==> src/rtl/hdt_pkg.sv <==
// Shared types and constants for the heading turn controller.
`default_nettype none

package hdt_pkg;

   localparam int unsigned ANGLE_W = 24;
   localparam int unsigned ERROR_W = 25;
   localparam int unsigned DELTA_W = 26;
   localparam int unsigned DRIVE_W = 12;
   localparam int unsigned COUNT_W = 8;
   localparam int unsigned CSR_INDEX_W = 3;
   localparam int unsigned CSR_DATA_W = 16;

   localparam logic [CSR_INDEX_W-1:0] CSR_PROP_GAIN    = 3'd0;
   localparam logic [CSR_INDEX_W-1:0] CSR_DERIV_GAIN   = 3'd1;
   localparam logic [CSR_INDEX_W-1:0] CSR_DRIVE_LIMIT  = 3'd2;
   localparam logic [CSR_INDEX_W-1:0] CSR_STILL_BAND   = 3'd3;
   localparam logic [CSR_INDEX_W-1:0] CSR_WARMUP_TICKS = 3'd4;
   localparam logic [CSR_INDEX_W-1:0] CSR_SETTLE_LIMIT = 3'd5;

   localparam logic [15:0] PROP_GAIN_RESET    = 16'd128;
   localparam logic [15:0] DERIV_GAIN_RESET   = 16'd768;
   localparam logic [10:0] DRIVE_LIMIT_RESET  = 11'd1200;
   localparam logic [9:0]  STILL_BAND_RESET   = 10'd5;
   localparam logic [7:0]  WARMUP_TICKS_RESET = 8'd10;
   localparam logic [7:0]  SETTLE_LIMIT_RESET = 8'd10;

   localparam logic [COUNT_W-1:0] COUNT_MAX = '1;

   // Per-transaction control word from the settle tracker to the drive path.
   typedef struct packed {
      logic                      hold;        // repeat the held drive
      logic                      done;        // turn finished after this tick
      logic signed [ERROR_W-1:0] error;       // target minus heading
      logic signed [DELTA_W-1:0] error_delta; // error minus previous error
   } step_type;

endpackage : hdt_pkg

`default_nettype wire

==> src/rtl/hdt_settle_track.sv <==
// Turn state tracking: start handling, error terms and settle detection.
`default_nettype none

module hdt_settle_track (
   input  wire logic                              clock,
   input  wire logic                              reset,
   input  wire logic                              step_en,
   input  wire logic                              start_req,
   input  wire logic signed [hdt_pkg::ANGLE_W-1:0] target_angle,
   input  wire logic signed [hdt_pkg::ANGLE_W-1:0] heading,
   input  wire logic [9:0]                        still_band,
   input  wire logic [7:0]                        warmup_ticks,
   input  wire logic [7:0]                        settle_limit,
   output hdt_pkg::step_type                      step
);

   logic signed [hdt_pkg::ERROR_W-1:0] last_error_ff, last_error_in;
   logic signed [hdt_pkg::ANGLE_W-1:0] last_heading_ff, last_heading_in;
   logic [hdt_pkg::COUNT_W-1:0]        still_count_ff, still_count_in;
   logic [hdt_pkg::COUNT_W-1:0]        elapsed_ff, elapsed_in;
   logic                               finished_ff, finished_in;

   logic signed [hdt_pkg::ERROR_W-1:0] base_error;
   logic signed [hdt_pkg::ANGLE_W-1:0] base_heading;
   logic [hdt_pkg::COUNT_W-1:0]        base_still;
   logic [hdt_pkg::COUNT_W-1:0]        base_elapsed;
   logic                               base_finished;
   logic signed [hdt_pkg::ERROR_W-1:0] error;
   logic signed [hdt_pkg::ERROR_W-1:0] head_step;
   logic [hdt_pkg::ERROR_W-1:0]        head_mag;
   logic                               is_still;
   logic [hdt_pkg::COUNT_W-1:0]        still_next;

   always_comb begin
      // A start wipes the turn state before the tick runs.
      base_error    = start_req ? '0 : last_error_ff;
      base_heading  = start_req ? heading : last_heading_ff;
      base_still    = start_req ? '0 : still_count_ff;
      base_elapsed  = start_req ? '0 : elapsed_ff;
      base_finished = start_req ? 1'b0 : finished_ff;

      error = {target_angle[hdt_pkg::ANGLE_W-1], target_angle}
            - {heading[hdt_pkg::ANGLE_W-1], heading};

      head_step = {heading[hdt_pkg::ANGLE_W-1], heading}
                - {base_heading[hdt_pkg::ANGLE_W-1], base_heading};
      head_mag  = head_step[hdt_pkg::ERROR_W-1] ? hdt_pkg::ERROR_W'(-head_step)
                                                : hdt_pkg::ERROR_W'(head_step);
      is_still  = (head_mag < {15'd0, still_band}) && (base_elapsed > warmup_ticks);

      if (!is_still) begin
         still_next = '0;
      end else if (base_still != hdt_pkg::COUNT_MAX) begin
         still_next = base_still + 1'b1;
      end else begin
         still_next = base_still;
      end

      step.hold        = base_finished;
      step.done        = base_finished || (still_next > settle_limit);
      step.error       = error;
      step.error_delta = {error[hdt_pkg::ERROR_W-1], error}
                       - {base_error[hdt_pkg::ERROR_W-1], base_error};

      // Finished turns, and ticks without step_en, leave the state untouched.
      last_error_in   = last_error_ff;
      last_heading_in = last_heading_ff;
      still_count_in  = still_count_ff;
      elapsed_in      = elapsed_ff;
      finished_in     = finished_ff;
      if (step_en && !base_finished) begin
         last_error_in   = error;
         last_heading_in = heading;
         still_count_in  = still_next;
         elapsed_in      = (base_elapsed != hdt_pkg::COUNT_MAX) ? base_elapsed + 1'b1
                                                                 : base_elapsed;
         finished_in     = still_next > settle_limit;
      end
   end

   always_ff @(posedge clock) begin
      if (reset) begin
         last_error_ff   <= '0;
         last_heading_ff <= '0;
         still_count_ff  <= '0;
         elapsed_ff      <= '0;
         finished_ff     <= 1'b1;
      end else begin
         last_error_ff   <= last_error_in;
         last_heading_ff <= last_heading_in;
         still_count_ff  <= still_count_in;
         elapsed_ff      <= elapsed_in;
         finished_ff     <= finished_in;
      end
   end

endmodule : hdt_settle_track

`default_nettype wire

==> src/rtl/pd_heading_turn_controller_unit.sv <==
// PD heading turn controller: top level with CSRs and the three-stage drive pipeline.
// An accepted request passes through the input, product and result stages in order to rsp_valid.
// Throughput: one transaction per cycle unless rsp_stall holds the pipeline; the turn state
// closes its loop within the input stage, and the two gain multipliers sit alone in the middle stage.
// Reset: CSRs return to their defaults, the pipeline empties, and the controller is
// finished with a zero held drive, so it repeats zero drive with done set until a start.
`default_nettype none

module pd_heading_turn_controller_unit (
   input  wire logic                                 clock,
   input  wire logic                                 reset,
   // request channel
   input  wire logic                                 req_valid,
   output logic                                      req_stall,
   input  wire logic                                 req_start_req,
   input  wire logic signed [hdt_pkg::ANGLE_W-1:0]   req_target_angle,
   input  wire logic signed [hdt_pkg::ANGLE_W-1:0]   req_heading,
   // response channel
   output logic                                      rsp_valid,
   input  wire logic                                 rsp_stall,
   output logic signed [hdt_pkg::DRIVE_W-1:0]        rsp_left_drive,
   output logic signed [hdt_pkg::DRIVE_W-1:0]        rsp_right_drive,
   output logic                                      rsp_done_res,
   // CSR write channel
   input  wire logic                                 csr_valid,
   output logic                                      csr_ready,
   input  wire logic [hdt_pkg::CSR_INDEX_W-1:0]      csr_index,
   input  wire logic [hdt_pkg::CSR_DATA_W-1:0]       csr_wdata
);

   // ------------------------------------------------------------------
   // CSRs: always ready; writes to unused indexes are dropped.
   // ------------------------------------------------------------------
   logic [15:0] prop_gain_ff,    prop_gain_in;
   logic [15:0] deriv_gain_ff,   deriv_gain_in;
   logic [10:0] drive_limit_ff,  drive_limit_in;
   logic [9:0]  still_band_ff,   still_band_in;
   logic [7:0]  warmup_ticks_ff, warmup_ticks_in;
   logic [7:0]  settle_limit_ff, settle_limit_in;

   assign csr_ready = 1'b1;

   always_comb begin
      prop_gain_in    = prop_gain_ff;
      deriv_gain_in   = deriv_gain_ff;
      drive_limit_in  = drive_limit_ff;
      still_band_in   = still_band_ff;
      warmup_ticks_in = warmup_ticks_ff;
      settle_limit_in = settle_limit_ff;
      if (csr_valid && csr_ready) begin
         unique case (csr_index)
            hdt_pkg::CSR_PROP_GAIN:    prop_gain_in    = csr_wdata;
            hdt_pkg::CSR_DERIV_GAIN:   deriv_gain_in   = csr_wdata;
            hdt_pkg::CSR_DRIVE_LIMIT:  drive_limit_in  = csr_wdata[10:0];
            hdt_pkg::CSR_STILL_BAND:   still_band_in   = csr_wdata[9:0];
            hdt_pkg::CSR_WARMUP_TICKS: warmup_ticks_in = csr_wdata[7:0];
            hdt_pkg::CSR_SETTLE_LIMIT: settle_limit_in = csr_wdata[7:0];
            default: ;
         endcase
      end
   end

   always_ff @(posedge clock) begin
      if (reset) begin
         prop_gain_ff    <= hdt_pkg::PROP_GAIN_RESET;
         deriv_gain_ff   <= hdt_pkg::DERIV_GAIN_RESET;
         drive_limit_ff  <= hdt_pkg::DRIVE_LIMIT_RESET;
         still_band_ff   <= hdt_pkg::STILL_BAND_RESET;
         warmup_ticks_ff <= hdt_pkg::WARMUP_TICKS_RESET;
         settle_limit_ff <= hdt_pkg::SETTLE_LIMIT_RESET;
      end else begin
         prop_gain_ff    <= prop_gain_in;
         deriv_gain_ff   <= deriv_gain_in;
         drive_limit_ff  <= drive_limit_in;
         still_band_ff   <= still_band_in;
         warmup_ticks_ff <= warmup_ticks_in;
         settle_limit_ff <= settle_limit_in;
      end
   end

   // ------------------------------------------------------------------
   // Pipeline flow control: a stage loads when it is empty or its
   // contents move on in the same cycle.
   // ------------------------------------------------------------------
   logic s1_valid_ff, s1_valid_in;
   logic s2_valid_ff, s2_valid_in;
   logic s3_valid_ff, s3_valid_in;
   logic s1_load, s2_load, s3_load;
   logic req_accept;

   assign s3_load    = !s3_valid_ff || !rsp_stall;
   assign s2_load    = !s2_valid_ff || s3_load;
   assign s1_load    = !s1_valid_ff || s2_load;
   assign req_stall  = !s1_load;
   assign req_accept = req_valid && s1_load;

   assign s1_valid_in = s1_load ? req_valid   : s1_valid_ff;
   assign s2_valid_in = s2_load ? s1_valid_ff : s2_valid_ff;
   assign s3_valid_in = s3_load ? s2_valid_ff : s3_valid_ff;

   always_ff @(posedge clock) begin
      if (reset) begin
         s1_valid_ff <= 1'b0;
         s2_valid_ff <= 1'b0;
         s3_valid_ff <= 1'b0;
      end else begin
         s1_valid_ff <= s1_valid_in;
         s2_valid_ff <= s2_valid_in;
         s3_valid_ff <= s3_valid_in;
      end
   end

   // ------------------------------------------------------------------
   // Stage 1: turn state update and error terms, taken on accept.
   // ------------------------------------------------------------------
   hdt_pkg::step_type step;
   hdt_pkg::step_type s1_step_ff, s1_step_in;

   hdt_settle_track u_settle (
      .clock        (clock),
      .reset        (reset),
      .step_en      (req_accept),
      .start_req    (req_start_req),
      .target_angle (req_target_angle),
      .heading      (req_heading),
      .still_band   (still_band_ff),
      .warmup_ticks (warmup_ticks_ff),
      .settle_limit (settle_limit_ff),
      .step         (step)
   );

   assign s1_step_in = req_accept ? step : s1_step_ff;

   always_ff @(posedge clock) begin
      s1_step_ff <= s1_step_in;
   end

   // ------------------------------------------------------------------
   // Stage 2: gain products. Gains are unsigned Q8.8, so zero-extend them.
   // ------------------------------------------------------------------
   localparam int unsigned PPROD_W = hdt_pkg::ERROR_W + 17;
   localparam int unsigned DPROD_W = hdt_pkg::DELTA_W + 17;
   localparam int unsigned SUM_W   = DPROD_W + 1;
   localparam int unsigned SHR_W   = SUM_W - 8;

   logic signed [PPROD_W-1:0] p_prod_ff, p_prod_in;
   logic signed [DPROD_W-1:0] d_prod_ff, d_prod_in;
   logic                      s2_hold_ff, s2_hold_in;
   logic                      s2_done_ff, s2_done_in;

   always_comb begin
      p_prod_in  = p_prod_ff;
      d_prod_in  = d_prod_ff;
      s2_hold_in = s2_hold_ff;
      s2_done_in = s2_done_ff;
      if (s2_load && s1_valid_ff) begin
         p_prod_in  = $signed({1'b0, prop_gain_ff}) * s1_step_ff.error;
         d_prod_in  = $signed({1'b0, deriv_gain_ff}) * s1_step_ff.error_delta;
         s2_hold_in = s1_step_ff.hold;
         s2_done_in = s1_step_ff.done;
      end
   end

   always_ff @(posedge clock) begin
      p_prod_ff  <= p_prod_in;
      d_prod_ff  <= d_prod_in;
      s2_hold_ff <= s2_hold_in;
      s2_done_ff <= s2_done_in;
   end

   // ------------------------------------------------------------------
   // Stage 3: sum, floor shift by 8, clamp, and the held-drive register.
   // A finished turn repeats the last active drive, which in order has
   // already passed this stage.
   // ------------------------------------------------------------------
   logic signed [SUM_W-1:0]           pd_sum;
   logic signed [SHR_W-1:0]           pd_shr;
   logic signed [SHR_W-1:0]           pd_lim;
   logic signed [SHR_W-1:0]           pd_clamp;
   logic signed [hdt_pkg::DRIVE_W-1:0] drive_ff, drive_in;
   logic signed [hdt_pkg::DRIVE_W-1:0] held_drive_ff, held_drive_in;
   logic                              done_ff, done_in;

   always_comb begin
      pd_sum = {{(SUM_W-PPROD_W){p_prod_ff[PPROD_W-1]}}, p_prod_ff}
             + {d_prod_ff[DPROD_W-1], d_prod_ff};
      pd_shr = pd_sum[SUM_W-1:8];
      pd_lim = {{(SHR_W-11){1'b0}}, drive_limit_ff};
      priority if (pd_shr > pd_lim) begin
         pd_clamp = pd_lim;
      end else if (pd_shr < -pd_lim) begin
         pd_clamp = -pd_lim;
      end else begin
         pd_clamp = pd_shr;
      end

      drive_in      = drive_ff;
      done_in       = done_ff;
      held_drive_in = held_drive_ff;
      if (s3_load && s2_valid_ff) begin
         done_in = s2_done_ff;
         if (s2_hold_ff) begin
            drive_in = held_drive_ff;
         end else begin
            drive_in      = pd_clamp[hdt_pkg::DRIVE_W-1:0];
            held_drive_in = pd_clamp[hdt_pkg::DRIVE_W-1:0];
         end
      end
   end

   always_ff @(posedge clock) begin
      if (reset) begin
         held_drive_ff <= '0;
      end else begin
         held_drive_ff <= held_drive_in;
      end
      drive_ff <= drive_in;
      done_ff  <= done_in;
   end

   assign rsp_valid       = s3_valid_ff;
   assign rsp_left_drive  = drive_ff;
   assign rsp_right_drive = -drive_ff;
   assign rsp_done_res    = done_ff;

endmodule : pd_heading_turn_controller_unit

`default_nettype wire
==> config.mk <==
export PLATFORM = sky130hd
export DESIGN_NAME = pd_heading_turn_controller_unit
export DESIGN_NICKNAME = d
export VERILOG_FILES = /design/src/rtl/hdt_pkg.sv /design/src/rtl/hdt_settle_track.sv /design/src/rtl/pd_heading_turn_controller_unit.sv
export SDC_FILE = /design/constraint.sdc
export NUM_CORES = 2
export LEC_CHECK = 0
export ABC_AREA = 1
export BUFFER_PORTS_ARGS = -buffer_cell sky130_fd_sc_hd__buf_2
export CORE_MARGIN = 2
export CORE_UTILIZATION = 30
export CTS_BUF_LIST = sky130_fd_sc_hd__clkbuf_4
export CTS_CLUSTER_SIZE = 40
export DETAILED_ROUTE_END_ITERATION = 12
export HOLD_SLACK_MARGIN = 0.08
export PLACE_DENSITY_LB_ADDON = 0.25
export SLEW_MARGIN = 20
export SYNTH_ARGS = -nofsm -noshare
export SYNTH_HDL_FRONTEND = slang
export SYNTH_SLANG_ARGS = --single-unit
==> constraint.sdc <==
create_clock -name clock -period 13.7 [get_ports clock]
set_input_delay 2.74 -clock clock [delete_from_list [all_inputs] [get_ports clock]]
set_output_delay 2.74 -clock clock [all_outputs]
set_load 0.03 [all_outputs]
==> metrics.md <==
| Metric | Value |
|---|---|
| Avg Inst Size Synth | 7.58 sq um |
| Tot GR Track Use | 18.8% |
| Final Max Slew Viols | 0 |
| Clock tree sinks | 303 |
| Vias per cell | 4.63 |
| Post-route DRC violation count | 0 |
| CP Data Required Time | 14.34 ns |
| Ys async rst share | 0% |
| First-pass GRT wire length | 252000 um |
| Count leader, synth | inv_1 |
| Site row count | 151 |
| Post-synth top area cell | fa_1 |
| Critical Path Most Common Cell | nand2_1 |
| Final Critical Period | 8.18 ns |
| Outcome | complete, no violations |
| Max H-tree Level | 3 |
| Hold Crit Class | register to register |
| Slew HR | 19.8% |
| Fillers | 18156 |
| EDFF count, synth | 153 |
| Crit end category | register |
| Routed length per placed instance | 17.8 um |
| Synthesized cell area | 0.0509 sq mm |
| CP peak stage delay | 0.52 ns |
| Hold depth | 0 |
| Chip height | 416 um |
| IO Port Bufs | 99 |
| Initial Util | 30.1% |
| Post-DRT Antenna Nets | 0 |
| Syn nets | 7987 |
| Fin cells | 8994 |
| Clock Path Buffers | 3 |
| Clock root cell | clkbuf_4 |
| Max rail drop VDD | 0.000171 V |
| Worst r2r path cells | 26 |
| Fmax | 122 MHz |
| RSZ-0062 raised after global routing | false |
| Post-synthesis sequential area ratio | 14.9% |
| Area growth, synth to finish | 7.64% |
| DP Cell Count | 8827 |
| Largest net degree at the start of global routing | 119 |
| Finish-stage setup viols | 0 |
| Count of cell types in the netlist | 51 |
| Die ar. | 0.173 sq mm |
| Hold Violations, Final | 0 |
| CP Data Arrival Time | 8.82 ns |
| Aggregate global routing overflow | 0 |
| Starting DRT DRC Count | 2403 |
| Proportion of layout cells with a drive suffix above 1 | 5.03% |
| Hold Buf Count CTS | 0 |
| CP Max Fanout | 65 |
| WHS | 0.438 ns |
| First-pass detailed-route iteration total | 6 |
| Placed wire-length estimate | 130000 um |
| Synth cell count leaders | inv_1 (1685), nand2_1 (1671), fa_1 (799) |
| Total wire length | 160000 um |
| Ports | 101 |
| Final #Nets | 7975 |
| Num CTS Buffers | 92 |
| Initial antenna violation count | 6 |
| Clk pin slew, worst setup/hold paths | 0.06 ns |
| Area of the multi-input gates | 0.0360 sq mm |
| Core area | 0.169 sq mm |
| Via count | 41644 |
| Clock Latency Late Sink | 0.91 ns |
| Sequential cell area | 0.00761 sq mm |
| Setup Crit Path Kind | input pin to register |
| Setup TNS | 0 ns |
| Resize count post-CTS | 0 |
| Gate Count Post-Synth | 6715 |
| Post CTS Setup Buffer Count | 0 |
| Pwr Density | 188 mW/mm^2 |
| Top cell type's share of synthesized area | 31.4% |
| CTS tree | yes |
| RePlAce Congestion | 0.927 |
| Place WS | 4.53 ns |
| Slowest CP cell | buf_4 |
| Worst setup SP type | input pin |
| Worst Skew | 0.105 ns |
| Vias in the first global route | 43500 |
| Synth warnings | 0 |
| Max-capacitance violation count | 0 |
| Part of the cycle the worst path needs | 59.7% |
| Register bit total from synthesis | 303 |
| Total power | 0.0103 W |
| Final worst setup slack | 5.52 ns |
| Worst Max-Slew Pin Slew | 1.20 ns |
| Leak | 28.7 nW |
| Ys flop type | edfxtp_1 |
| Die width | 416 um |
| Synth area leaders | fa_1 (31%), inv_1 (12%), nand2_1 (12%) |
sequential cells by signal, summed over array words and instances (netlist names), 12 cells and up:
signal / flops
s1_step_ff: 53
d_prod_ff: 43
p_prod_ff: 42
u_settle.last_error_ff: 25
u_settle.last_heading_ff: 24
deriv_gain_ff: 16
prop_gain_ff: 16
held_drive_ff: 12
rsp_left_drive: 12
through the flow:
| stage | util [%] | area, sq um |
|---|---|---|
| after floorplan | - | 50900 |
| after global routing | 32.4 | 54800 |
| after detailed placement | 31.7 | 53700 |
| final | 32.4 | 54800 |
| after CTS | 32.4 | 54800 |
| after global placement | 31.7 | 53700 |
final cells by class:
| cell class | instances | area share (%) |
|---|---|---|
| clock inverter | 39 | 0.363 |
| antenna | 1 | 0.00457 |
| inverter | 1691 | 11.6 |
| clock buffer | 127 | 1.74 |
| sequential | 303 | 13.9 |
| multi-input combinational | 4460 | 65.7 |
| tap | 2218 | 5.06 |
| timing repair buffer | 155 | 1.68 |
final timing paths:
| check | start | end | slack [ns] |
|---|---|---|---|
| setup / recovery | req_start_req | s1_step_ff[51] | 5.52 |
| hold reg to reg | s1_step_ff[52] | s2_hold_ff | 0.44 |
| setup reg to reg | s1_step_ff[10] | d_prod_ff[39] | 6.31 |
| hold / removal | s1_step_ff[52] | s2_hold_ff | 0.44 |
cell families (layout without fill, tap and decap cells):
family	count (synthesis)	after routing	share of synthesized area [%]
adder cells (fa/ha/maj)	1199	1199	41.2
AND/OR/NAND/NOR	2361	2361	18.7
XOR/XNOR	176	176	3.03
other	1	2	0.00736
AO/OA/AOI/OAI	723	723	7.72
flip-flops	303	303	14.9
buffers and inverters	1952	2012	14.4
cells in the final DEF (no fill, tap or decap), drive strengths merged, types with 18 or more instances in the layout:
cell type	instances
o21a	18
edfxtp	153
ha	400
o21ai	259
a31oi	18
fa	799
inv	1692
o211ai	24
nand4	59
xnor2	66
nand2	1679
clkinv	36
a21oi	336
o21bai	34
nand3	179
nor3	47
nor2	360
xor2	110
dfxtp	150
clkbuf	127
buf	155
worst max-delay path: cells and delay by family:
| family | cells | cell delay [ns] |
|---|---|---|
| simple gates | 17 | 2.78 |
| xor+xnor | 1 | 0.18 |
| compound gates | 6 | 0.90 |
| fa+ha+maj | 4 | 1.10 |
| buf+inv | 5 | 1.09 |
power by group:
part           internal [W]  switching, W
sequential          0.00136      0.000351
clock              0.000450      0.000437
combinational       0.00268       0.00502
total               0.00449       0.00581
routing by layer:
layer	vias to the layer above	global-route usage (%)	share of wire, %
li1	20114	-	-
met1	20433	23.9	43
met2	871	32.8	49
met3	226	1.62	3.8
met4	0	7.34	4.2
met5	-	0	0
Power figures use the tool's default switching activity.
